[src/sv/tnot_div.sv]
`default_nettype none
module tnot_div (
	input  wire logic        clk,
	input  wire logic        arst_n,
	input  wire logic        start,
	input  wire logic [31:0] num,
	input  wire logic [31:0] den,
	output logic             done,
	output logic [31:0]      quot
);
	// Restoring divide of num*2^24 by den, one quotient bit a cycle.
	// Quotient bits above 32 only mark saturation.
	logic [55:0] dividend_q;
	logic [31:0] rem_q;
	logic [31:0] den_q;
	logic [31:0] q_q;
	logic        sat_q;
	logic [5:0]  cnt_q;
	logic        run_q;
	logic [32:0] trial;
	logic [32:0] diff;
	logic        ge;

	assign trial = {rem_q, dividend_q[55]};
	assign ge = trial >= {1'b0, den_q};
	assign diff = trial - {1'b0, den_q};

	always_ff @(posedge clk or negedge arst_n) begin
		if (!arst_n) begin
			run_q <= 1'b0;
			cnt_q <= '0;
			done <= 1'b0;
		end else begin
			done <= 1'b0;
			if (start) begin
				run_q <= 1'b1;
				cnt_q <= 6'd55;
			end else if (run_q) begin
				if (cnt_q == 6'd0) begin
					run_q <= 1'b0;
					done <= 1'b1;
				end
				cnt_q <= cnt_q - 6'd1;
			end
		end
	end

	// The remainder always stays below den, so it fits in 32 bits.
	always_ff @(posedge clk) begin
		if (start) begin
			dividend_q <= {num, 24'd0};
			rem_q <= '0;
			den_q <= den;
			q_q <= '0;
			sat_q <= 1'b0;
		end else if (run_q) begin
			dividend_q <= {dividend_q[54:0], 1'b0};
			rem_q <= ge ? diff[31:0] : trial[31:0];
			q_q <= {q_q[30:0], ge};
			sat_q <= sat_q | (ge & q_q[31]);
			if (ge && cnt_q >= 6'd32) sat_q <= 1'b1;
		end
	end

	assign quot = sat_q ? 32'hFFFF_FFFF : q_q;
endmodule
`default_nettype wire

[config.mk]
export PLATFORM = sky130hd
export DESIGN_NAME = tnot_div
export DESIGN_NICKNAME = d
export VERILOG_FILES = /design/src/sv/tnot_div.sv
export SDC_FILE = /design/constraint.sdc
export NUM_CORES = 1
export LEC_CHECK = 0
export ABC_CLOCK_PERIOD_IN_PS = 3600
export BUFFER_PORTS_ARGS = -buffer_cell sky130_fd_sc_hd__buf_2
export CAP_MARGIN = 20
export CORE_ASPECT_RATIO = 1.75
export CORE_UTILIZATION = 49
export CTS_BUF_LIST = sky130_fd_sc_hd__clkbuf_2
export DETAILED_ROUTE_END_ITERATION = 7
export PLACE_DENSITY = 0.7
export RECOVER_POWER = 100
export SETUP_SLACK_MARGIN = 0.02
export SLEW_MARGIN = 15
export SYNTH_ARGS = -nofsm -noshare
export SYNTH_HDL_FRONTEND = slang
export SYNTH_SLANG_ARGS = --single-unit
export TNS_END_PERCENT = 30
[constraint.sdc]
create_clock -name clk -period 3.6 [get_ports clk]
set_input_delay 1.08 -clock clk [delete_from_list [all_inputs] [get_ports clk]]
set_output_delay 1.08 -clock clk [all_outputs]
set_load 0.1 [all_outputs]
Word level (Yosys, flattened, before mapping)
Cells that the tools add are included.
{"block": "classes", "addsub": 2, "magnitude_cmp": 2, "mux": 13, "n_bitwise": 2, "n_reduce_logical": 3}
{"op": "two-way mux 56 bit", "n": 2}
{"op": "two-way mux 32 bit", "n": 2}
{"op": ">= comparator 33 x 32 -> 1 bit", "n": 1}
{"op": "subtractor 32 bit", "n": 1}
{"op": "two-way mux 6 bit", "n": 2}
{"op": "two-way mux 1 bit", "n": 7}
{"op": ">= comparator 6 bit, second input constant", "n": 1}
{"op": "zero test 6 bit", "n": 1}
{"op": "subtractor 6 x 1 -> 6 bit, second input constant", "n": 1}
{"op": "nonzero test 2 bit", "n": 1}
{"op": "bitwise AND 1 bit", "n": 1}
{"op": "logical AND 1 bit", "n": 1}
{"op": "bitwise OR 1 bit", "n": 1}
{"block": "word_totals", "ff_bits": 137, "inputBits": 67, "output_inout_bits": 33}

Longest topological paths before layout
{"block": "logic_depth", "depth_word": 4, "depth_mapped": 13, "mapped_depth_nobuf": 11}

Worst setup path before layout
OpenSTA, ideal clock, no wires.
{"block": "synth_timing", "path_kind": "reg2reg", "start": "reg den_q[0]", "end": "reg rem_q[30]", "arrival_time_ns": 2.533, "setup_slack_ns": 0.997, "stages_incl_launch_ff": 11, "n_path_buf": 0, "cell_sequence": "edfxtp_1 ha_1 fa_1 nand2b_1 a211oi_1 o21ai_0 a211oi_1 o211ai_1 o22a_1 o21ai_0 o2bb2ai_1"}
{"block": "synth_between", "elab_chain_len": 2, "elab_cells_between_ends": 3}
{"item": "from (decl)", "line": "15", "rtl": "logic [31:0] den_q;"}
{"item": "from (signal assigned)", "line": "53", "rtl": "den_q <= den;"}
{"item": "subtractor 32 bit / >= comparator 33 x 32 -> 1 bit (equally long branches)", "line": "26, 25"}
{"item": "two-way mux 32 bit (*)", "line": "58", "rtl": "rem_q <= ge ? diff[31:0] : trial[31:0];"}
{"item": "to (signal assigned)", "line": "58"}
{"item": "to (decl)", "line": "14", "rtl": "logic [31:0] rem_q;"}
Every way passes the cells marked *; elsewhere a longest branch is shown, timed or not.
A chain may end at the register's enable or synchronous reset.

Worst setup path in the final report
{"block": "layout_timing", "start": "reg sat_q", "end": "out quot[0]"}
{"block": "layout_between", "elab_chain_len": 1}
{"item": "from (decl)", "line": "17", "rtl": "logic sat_q;"}
{"item": "from (signal assigned)", "line": "60", "rtl": "sat_q <= sat_q | (ge & q_q[31]);"}
{"item": "two-way mux 32 bit", "line": "65", "rtl": "assign quot = sat_q ? 32'hFFFF_FFFF : q_q;"}
{"item": "to (decl)", "line": "9", "rtl": "output logic [31:0] quot"}
No other way between the ends.

==> impl_metrics.csv <==
group,metric,value,unit
outcome,status,"finished clean",
worst_setup_path,cp-end-kind,"output pin",
synth,syn_area,7530,um^2
sta,skew,27.7,ps
synth,synth-simple-area-share,18.5,%
synth,ys_ff_latch,137,
routing,drt_wl_total,16200,um
global_routing,antenna_found_initial,1,
synth,ys_async_sr_fraction,5.84,%
synth,synth_mux_area_share,9.44,%
power_and_ir_drop,finalPower,3070,uW
floorplanning,ios,100,
clocking,cts_setup_buffers,0,
layout,final_cells,1059,
floorplanning,core-area,14900,um^2
clocking,htreeDepth,4,
worst_setup_path,path_max_fanout,33,
global_routing,track_usage,21.4,%
global_routing,grt_max_degree,105,
synth,synth_edf_count,64,
sta,setup_tns,0,ps
synth,yosys_most_used_dff,"dfxtp_1",
power_and_ir_drop,ir_drop,295,uV
global_routing,overflow,0,
layout,fin_nets,964,
synth,synth_top_family_by_area,"simple AND/OR/NAND/NOR gates",
sta,slew_violations,0,
clocking,cts-root-buf,"clkbuf_2",
synth,synth_cells,774,
clocking,clock_sinks,137,
synth,synth_common_cells,"nor2_1, nand2_1, dfxtp_1, edfxtp_1, inv_1",
routing,drtIter0Drc,271,
sta,fmax,0.298,GHz
synth,syn-num-nets,876,
synth,yosys.area_share.xor_xnor,2.44,%
sta,worst_pin_slew,1410,ps
sta,grt_setup_unrepaired,"no",
sta,setup-violations-final,0,
floorplanning,floorplan.initialDensity,50.5,%
synth,synth_most_common_cell,"nor2_1",
synth,synth.area.top_cells,"edfxtp_1, dfxtp_1, ha_1",
sta,hold_viol,0,
placed_design,portBuffers,99,
floorplanning,placementRows,59,
routing,firstDrtPassIters,5,
worst_setup_path,arrival,2280,ps
routing,wl_per_cell,15.3,um
job,cap_violations,0,
clocking,clock_latency,710,ps
clocking,holdBufCountCts,0,
synth,ys_seq_area_share,45.5,%
worst_setup_path,start_kind,"flop",
placed_design,gp_congestion,0.953,
routing,drc,0,
layout,drive_gt1_share,24.2,%
worst_setup_path,critPathMaxStageDelay,880,ps
power_and_ir_drop,power_density,365,nW/um^2
worst_setup_path,required,2520,ps
global_routing,grt_first_pass_wirelength,26800,um
worst_setup_path,crit_family,"flip-flops",
global_routing,grt_pass1_vias,5799,
clocking,clk_pin_slew,230,ps
worst_setup_path,worstSetupPathType,"flop to output pin",
synth,syn_area_per_cell,9.72,um^2
clocking,cts_resized,0,
synth,yosysWarnings,0,
routing,num_vias,5892,
synth,synth-compound-area-share,13.7,%
sta,min_period,3360,ps
synth,synth_top_cell_by_area,"edfxtp_1",
synth,yosys.area.top_type_share,25.5,%
floorplanning,fp.dieW,95.7,um
routing,viasPerCell,5.56,
worst_setup_path,slowest_stage,"dfxtp_1",
synth,ys_types,72,
min_path,hold_class,"input port to async pin",
floorplanning,dieArea,15900,um^2
clocking,cts_tree,"built",
power_and_ir_drop,p_leak,0.00393,uW
layout,syn_to_final_growth,11.8,%
worst_setup_path,critPathBufInv,1,
placed_design,dp.final_hpwl,11700,um
routing,ant_nets,0,
sta,max_slew_margin,6.17,%
placed_design,place_inst,1026,
synth,synthAdderAreaFrac,5.92,%
clocking,cts-buffers-inserted,17,
clocking,cts_max_path_buffers,2,
floorplanning,die_h,166,um
worst_setup_path,crit_path_cell_trace,"or2_2, clkbuf_2",
layout,fillers,1394,
sta,period_share,93.2,%
-- cell usage in the layout, fill, tap and decap left out, drive strengths merged, types with 34 or more instances in the layout --
| cell | n |
|---|---|
| nor2 | 97 |
| mux2i | 35 |
| ha | 34 |
| clkbuf | 58 |
| nand2 | 71 |
| dfxtp | 65 |
| a21oi | 37 |
| edfxtp | 64 |
| inv | 48 |
| buf | 70 |
-- per-layer routing --
layer	global-route usage (%)	vias up	wire (um)
met1	23.4	2762	6540
met5	0	-	0
met4	8.05	0	340
met2	39.4	157	8680
li1	-	2945	-
met3	4.26	28	650
-- flip-flops by register name, indices dropped and copies added, names as in the netlist --
signal	count
den_q	32
dividend_q	32
q_q	32
rem_q	32
cnt_q	6
done	1
run_q	1
sat_q	1
-- worst paths after layout --
check / startpoint / to / slack, ps / cells past startpoint
worst min-delay path: arst_n / cnt_q[4] / 240 / 1
worst max register to register: den_q[27] / rem_q[28] / 310 / 11
worst min register to register: rem_q[31] / rem_q[31] / 510 / 2
max in group asynchronous: arst_n / run_q / 2990 / 1
worst max-delay path: sat_q / quot[0] / 240 / 2
min in group clk: rem_q[31] / rem_q[31] / 510 / 2
-- through the flow --
| stage | util [%] | instance area, um^2 | setup slack (ps) | hold slack [ps] |
|---|---|---|---|---|
| 2_1_floorplan | - | 7530 | 997 | 449 |
| 3_3_place_gp | 54.8 | 8180 | 635 | 460 |
| 3_5_place_dp | 54.8 | 8180 | 587 | 476 |
| 4_1_cts | 56.7 | 8450 | 246 | 122 |
| 5_1_grt | 56.4 | 8410 | 37.7 | 210 |
| 6_report | 56.4 | 8410 | 245 | 242 |
-- report_power, final --
part           switching (uW)  internal, uW  total (uW)
Combinational             170           136         306
Clock                     627           404        1030
Sequential               22.7          1710        1730
Total                     820          2250        3070
-- area by class of cell --
class	count	area [um^2]	area share, %
Multi-Input combinational cell	554	3760	44.7
Tap cell	183	229	2.72
Clock inverter	15	189	2.25
Timing Repair Buffer	111	566	6.72
Inverter	41	154	1.83
Antenna cell	1	2.50	0.0297
Sequential cell	137	3430	40.7
Clock buffer	17	85.1	1.01
-- logic make-up after synthesis --
| kind of cell | Yosys count |
|---|---|
| AOI/OAI and AO/OA | 147 |
| xor gates and xnor gates | 21 |
| adders and majority gates | 35 |
| buffers and inverters | 83 |
| DFF | 137 |
| muxes | 67 |
| and+or+nand+nor | 284 |
Power figures use the tool's default switching activity.
