<file path="src/sv/tnot_pkg.sv">
`default_nettype none
package tnot_pkg;
	localparam int SLOTS_DEFAULT = 16;
	localparam logic [23:0] MIN_ANG_RESET = 24'd33554;

	localparam logic [1:0] KIND_SUBMIT = 2'd0;
	localparam logic [1:0] KIND_CLEAR  = 2'd1;
	localparam logic [1:0] KIND_READ   = 2'd2;

	localparam logic [3:0] ACT_INVALID  = 4'd0;
	localparam logic [3:0] ACT_CULLED   = 4'd1;
	localparam logic [3:0] ACT_MERGED   = 4'd2;
	localparam logic [3:0] ACT_APPENDED = 4'd3;
	localparam logic [3:0] ACT_REPLACED = 4'd4;
	localparam logic [3:0] ACT_DROPPED  = 4'd5;
	localparam logic [3:0] ACT_CLEARED  = 4'd6;
	localparam logic [3:0] ACT_READ     = 4'd7;
	localparam logic [3:0] ACT_READ_OOR = 4'd8;

	typedef struct packed {
		logic signed [31:0] x;
		logic signed [31:0] y;
		logic signed [31:0] z;
		logic [31:0] radius;
		logic [15:0] name;
		logic [31:0] prio;
	} entry_t;

	// Token passed down the cell chain during a scan.
	typedef struct packed {
		logic        vld;
		logic        found;
		logic [5:0]  match_idx;
		logic [5:0]  min_idx;
		logic [31:0] min_prio;
		entry_t      data;
	} token_t;
endpackage
`default_nettype wire

</file>
<file path="src/sv/tnot_cell.sv">
`default_nettype none
module tnot_cell #(
	parameter int IDX = 0
) (
	input  wire logic              clk,
	input  wire logic              arst_n,
	input  wire logic              active,
	input  wire tnot_pkg::token_t  tin,
	input  wire logic              wr,
	input  wire logic [5:0]        wr_idx,
	input  wire tnot_pkg::entry_t  wr_data,
	output tnot_pkg::token_t       tout,
	output tnot_pkg::entry_t       held
);
	// Each cell holds one entry and compares it against the token as it passes.
	tnot_pkg::entry_t e_q;
	tnot_pkg::token_t t_q;
	logic hit;

	assign held = e_q;
	assign hit = active && ((tin.data.name != 16'd0 && e_q.name == tin.data.name) ||
		(e_q.x == tin.data.x && e_q.y == tin.data.y && e_q.z == tin.data.z &&
		 e_q.radius == tin.data.radius));

	always_ff @(posedge clk) begin
		if (wr && wr_idx == 6'(IDX)) e_q <= wr_data;
	end

	always_ff @(posedge clk or negedge arst_n) begin
		if (!arst_n) begin
			t_q <= '0;
		end else begin
			t_q.vld <= tin.vld;
			t_q.data <= tin.data;
			t_q.found <= tin.found | hit;
			t_q.match_idx <= (!tin.found && hit) ? 6'(IDX) : tin.match_idx;
			if (IDX == 0 || e_q.prio < tin.min_prio) begin
				t_q.min_idx <= 6'(IDX);
				t_q.min_prio <= e_q.prio;
			end else begin
				t_q.min_idx <= tin.min_idx;
				t_q.min_prio <= tin.min_prio;
			end
		end
	end

	assign tout = t_q;
endmodule
`default_nettype wire

</file>
<file path="config.mk">
export PLATFORM = sky130hd
export DESIGN_NAME = tnot_cell
export DESIGN_NICKNAME = d
export VERILOG_FILES = /design/src/sv/tnot_pkg.sv /design/src/sv/tnot_cell.sv
export SDC_FILE = /design/constraint.sdc
export NUM_CORES = 1
export LEC_CHECK = 0
export BUFFER_PORTS_ARGS = -buffer_cell sky130_fd_sc_hd__buf_4
export CORE_AREA = 2 2 311 313
export DETAILED_ROUTE_END_ITERATION = 7
export DIE_AREA = 0 0 313 315
export MAX_ROUTING_LAYER = met4
export SLEW_MARGIN = 20
export SYNTH_ARGS = -nofsm -noshare
export SYNTH_HDL_FRONTEND = slang
export SYNTH_SLANG_ARGS = --single-unit
</file>
<file path="constraint.sdc">
create_clock -name clk -period 1.5 [get_ports clk]
set_input_delay 0.45 -clock clk [delete_from_list [all_inputs] [get_ports clk]]
set_output_delay 0.45 -clock clk [all_outputs]
set_load 0.03 [all_outputs]
</file>
# Yosys cells after proc, flatten, opt, wreduce, memory -nomap -nowiden
# Index checks and enable logic that the tools add are counted.
# word_totals
in_bits,408
ff_bits,392
out_inout_bits,398
elab_cells,34
# classes
n_reduce_logical,11
n_mux,1
bitwise,1
n_eq_ne,5
# ops
operator,n
$eq A32 B32 Y1,4
$eq A16 B16 Y1,1
$reduce_bool A16 Y1,1
$logic_and A1 B1 Y1,7
$logic_not A6 Y1,1
$mux W6,1
$logic_not A1 Y1,1
$logic_or A1 B1 Y1,1
$or A1 B1 Y1,1

# Depth between registers and ports, before layout
# logic_depth
depth_word,8
ltp_mapped,6
mapped_depth_nobuf,6

# Worst setup path before layout
# Ideal clock, no wire load.
# synth_path
kind,input port to flip-flop
start,input wr_idx[2]
end,"register e_q (netlist bit held[0]), enable pin"
arrival_ns,17.661
slack_ns,-17.323
stages,2
setup_time_ns,1.163
t_required_ns,0.337
path_buffers,0
cell_sequence,or4b_2 > nor4_1
# synth_via
elab_chain_cells,2
# synth_lines
element,line_no,rtl
start: declaration,tnot_cell.sv:10,"input wire logic [5:0] wr_idx,"
$logic_not A6 Y1,tnot_cell.sv:26,if (wr && wr_idx == 6'(IDX)) e_q <= wr_data;
$logic_and A1 B1 Y1,tnot_cell.sv:26,
end signal: assignment,tnot_cell.sv:26,
end: declaration,tnot_cell.sv:16,tnot_pkg::entry_t e_q;
# No other way between the ends.
# A chain may end at the register's enable or synchronous reset.

# Final worst setup path
# layout_path
start,register e_q (netlist bit held[142])
end,register t_q (netlist bit tout[219])
# layout_via
elab_chain_cells,8
# layout_lines
element,line_no,rtl
$eq A32 B32 Y1,tnot_cell.sv:22,(e_q.x == tin.data.x && e_q.y == tin.data.y && e_q.z == tin.data.z &&
$logic_and A1 B1 Y1 (3 in series),tnot_cell.sv:22,
$logic_or A1 B1 Y1,tnot_cell.sv:21,assign hit = active && ((tin.data.name != 16'd0 && e_q.name == tin.data.name) ||
$logic_and A1 B1 Y1,tnot_cell.sv:21,
$logic_and A1 B1 Y1,tnot_cell.sv:36,t_q.match_idx <= (!tin.found && hit) ? 6'(IDX) : tin.match_idx;
$mux W6,tnot_cell.sv:36,
end: declaration,tnot_cell.sv:17,tnot_pkg::token_t t_q;
# No other way between the ends.

==> out/metrics.yaml <==
power_and_ir_drop:
  p_leak_nw: 12.17
  powerDensity_mw_per_mm2: 913.5
  ir_worst_vdd_v: 0.0008386
  power.total_mw: 26.07
grt:
  antenna_found_initial: 5
  grt_pass1_wl_um: 83100
  grt_use_total: 0.1204
  overflow: 0
  grt_pass1_vias: 12380
  grt_max_degree: 55
logic_synthesis:
  synth_top_area_frac: 0.4354
  synthCells: 607
  ys_types: 14
  synth-xor-area-share: 0.1016
  synth.area.mux_share: 0
  synth_fa_ha_area_frac: 0
  netlist_area_mm2: 0.01241
  synth_area_per_cell_um2: 20.45
  yosys.area.top_type: "dfrtp_1"
  synth-compound-area-share: 0.004939
  ys_seq_area_frac: 0.8612
  synth_area_leaders: "dfrtp_1, edfxtp_1, xnor2_1, nand4_1, nor4_1"
  synth_top_family_by_area: "XOR/XNOR gates"
  synthSimpleGateAreaFrac: 0.02832
  ys_warn_count: 0
  ys_ff_latch: 392
timing:
  min_period_ns: 2.499
  tightestPinTransition_ns: 0.5731
  setup-violations-final: 575
  finalWorstSetupSlack_ns: -0.9994
  post-route-period-util: 1.666
  finalHoldViolCount: 0
  finClkSkew_ns: 0.01208
  max_freq_ghz: 0.4001
  tns_ns: -73.09
  drv_slew: 0
  rsz0062_at_grt: "true"
  hold_slack_ns: 0.06259
  maxSlewHeadroom: 0.6168
setup_path:
  arrival_ns: 2.95
  critical_path_class: "reg2reg"
  crit_slowest_cell: "nand4_1"
  r2r_end: "tout[219]$_DFF_PN0_"
  critical_path.max_stage_delay_ns: 0.46
  cpLargestDelayFamily: "simple AND/OR/NAND/NOR gates"
  crit_chain: "xnor2_1 > buf_4 > nand4_1 > nor4_4 > nand4_1 > buf_4 > o21ai_4 > a21boi_1"
  rr_startpoint: "held[142]$_DFFE_PP_"
  reg2regPathDepth: 8
  cp-start-kind: "flip-flop"
  crit_buf_inv: 2
  crit_required_ns: 1.95
  critPathMaxFanout: 7
  r2r_slack_ns: -1.0
  worstSetupEndpointType: "flip-flop"
routing:
  drt-wirelength-per-cell_um: 18.58
  drt_iter0_markers: 438
  vias: 10980
  viasPerCell: 3.340
  firstDrtPassIters: 4
  final_antenna_net_count: 0
  drc: 0
  routed_wl_um: 61070
clocking:
  root_buffer: "clkbuf_16"
  cts_max_path_buffers: 3
  cts.reportedPaths.clkPinSlew_ns: 0.06
  cts_buffers: 44
  htree_levels: 2
  cts.sinks: 392
  cts_tree: "built"
  clkLatencyLatePin_ns: 0.58
floorplanning:
  die_area_mm2: 0.09860
  die_y_um: 315
  initial_core_util: 0.1297
  die_w_um: 313
  rows: 114
  ios: 806
  core_area_mm2: 0.09571
job:
  drv_cap: 0
status:
  status: "complete, but fails checks"
  violations: "setup timing"
min_path:
  hp-start: "wr_data[79]"
  worstHoldEndpoint: "held[79]$_DFFE_PP_"
  holdPathStages: 1
  hp-class: "in2reg"
finish:
  synthToLayoutAreaGrowth_pct: 129.9
  fill_cells: 9377
  fin_nets: 2379
  drive_gt1_frac: 0.5466
  post-route-util: 0.2982
placed_design:
  place.gp.congestion: 0.8466
  dp_hpwl_um: 43080
  io_buffer_count: 761
==> final cells by class <==
class                           instances  area (um^2)  area share
Multi-Input combinational cell        214         1765     0.06186
Tap cell                             1276         1597     0.05594
Clock buffer                           65         1252     0.04389
Antenna cell                            4        10.01   0.0003507
Clock inverter                         17        177.7    0.006226
Timing Repair Buffer                 1319        13040      0.4571
Sequential cell                       392        10690      0.3747
==> where the power goes <==
part | switching [mW] | leakage [nW] | internal [mW]
Clock | 4.48 | 0.704 | 6.32
Combinational | 1.56 | 7.37 | 2.00
Sequential | 0.170 | 4.10 | 11.5
Total | 6.21 | 12.2 | 19.9
==> state kept, by name, indices dropped and copies added (netlist names) <==
register / cells
tout: 216
held: 176
==> cell families after synthesis <==
kind of cell,count (synthesis)
AO/OA/AOI/OAI,8
flip-flops,392
XOR/XNOR,144
AND/OR/NAND/NOR,56
buffers and inverters,6
other,1
==> worst max-delay path by stage <==
stage                        start                   to  slack [ns]  depth (start not counted)
3_5_place_dp              tin[173]  tout[218]$_DFF_PN0_       -1.72                          9
4_1_cts        held[142]$_DFFE_PP_  tout[218]$_DFF_PN0_       -1.08                          8
5_1_grt        held[142]$_DFFE_PP_  tout[218]$_DFF_PN0_       -1.11                          8
3_3_place_gp              tin[173]  tout[216]$_DFF_PN0_       -1.79                          9
2_1_floorplan            wr_idx[2]    held[0]$_DFFE_PP_       -5.56                          2
6_report       held[142]$_DFFE_PP_  tout[219]$_DFF_PN0_        -1.0                          8
==> synth_stat cells <==
cell	n
a21boi_0	6
a21o_1	1
buf_4	6
conb_1	1
dfrtp_1	216
edfxtp_1	176
nand4_1	38
nor2_1	1
nor2b_1	1
nor4_1	15
o21ai_2	1
or4b_2	1
xnor2_1	136
xor2_1	8
==> placed cells by master (no fill, tap or decap), types with 4 or more instances in the layout <==
| master | instances |
|---|---|
| nand4_1 | 38 |
| clkbuf_16 | 51 |
| dlygate4sd3_1 | 295 |
| nor4_1 | 10 |
| buf_6 | 499 |
| clkinv_2 | 8 |
| xor2_1 | 8 |
| a21boi_1 | 6 |
| buf_8 | 22 |
| edfxtp_1 | 176 |
| diode_2 | 4 |
| buf_16 | 7 |
| dfrtp_1 | 214 |
| buf_12 | 11 |
| conb_1 | 6 |
| xnor2_1 | 136 |
| clkbuf_1 | 16 |
| buf_4 | 480 |
==> timing repair <==
item,in CTS,in global routing
setup endpoints to repair,574,572
endpoints found under the hold margin,405,1
buffers inserted,69,59
pin swaps,5,4
gates cloned,8,5
hold buffers,294,1
resized for setup,487,105
==> worst reg2reg max path: stages (launching register included) <==
cell      delay (ns)
edfxtp_1        0.41
xnor2_1         0.17
buf_4           0.16
nand4_1         0.46
nor4_4          0.43
nand4_1         0.22
buf_4           0.20
o21ai_4         0.20
a21boi_1        0.10
==> per-stage QoR <==
| step | setup WS, ns | area (um^2) | std cells |
|---|---|---|---|
| after CTS | -1.085 | 28070 | 3266 |
| after global placement | -1.790 | 21430 | 2858 |
| final | -0.9994 | 28540 | 3287 |
| after global routing | -1.106 | 28540 | 3287 |
| after floorplan | -5.557 | 12450 | 612 |
| after detailed placement | -1.716 | 21430 | 2858 |
==> metal layers <==
layer | track usage | vias up | part of all wire
li1 | - | 4898 | -
met1 | 0.1239 | 5446 | 0.36
met2 | 0.2116 | 547 | 0.52
met3 | 0.04486 | 86 | 0.087
met4 | 0.03860 | 0 | 0.031
met5 | - | - | 0
Note: power is estimated with default switching activity, not from simulation.
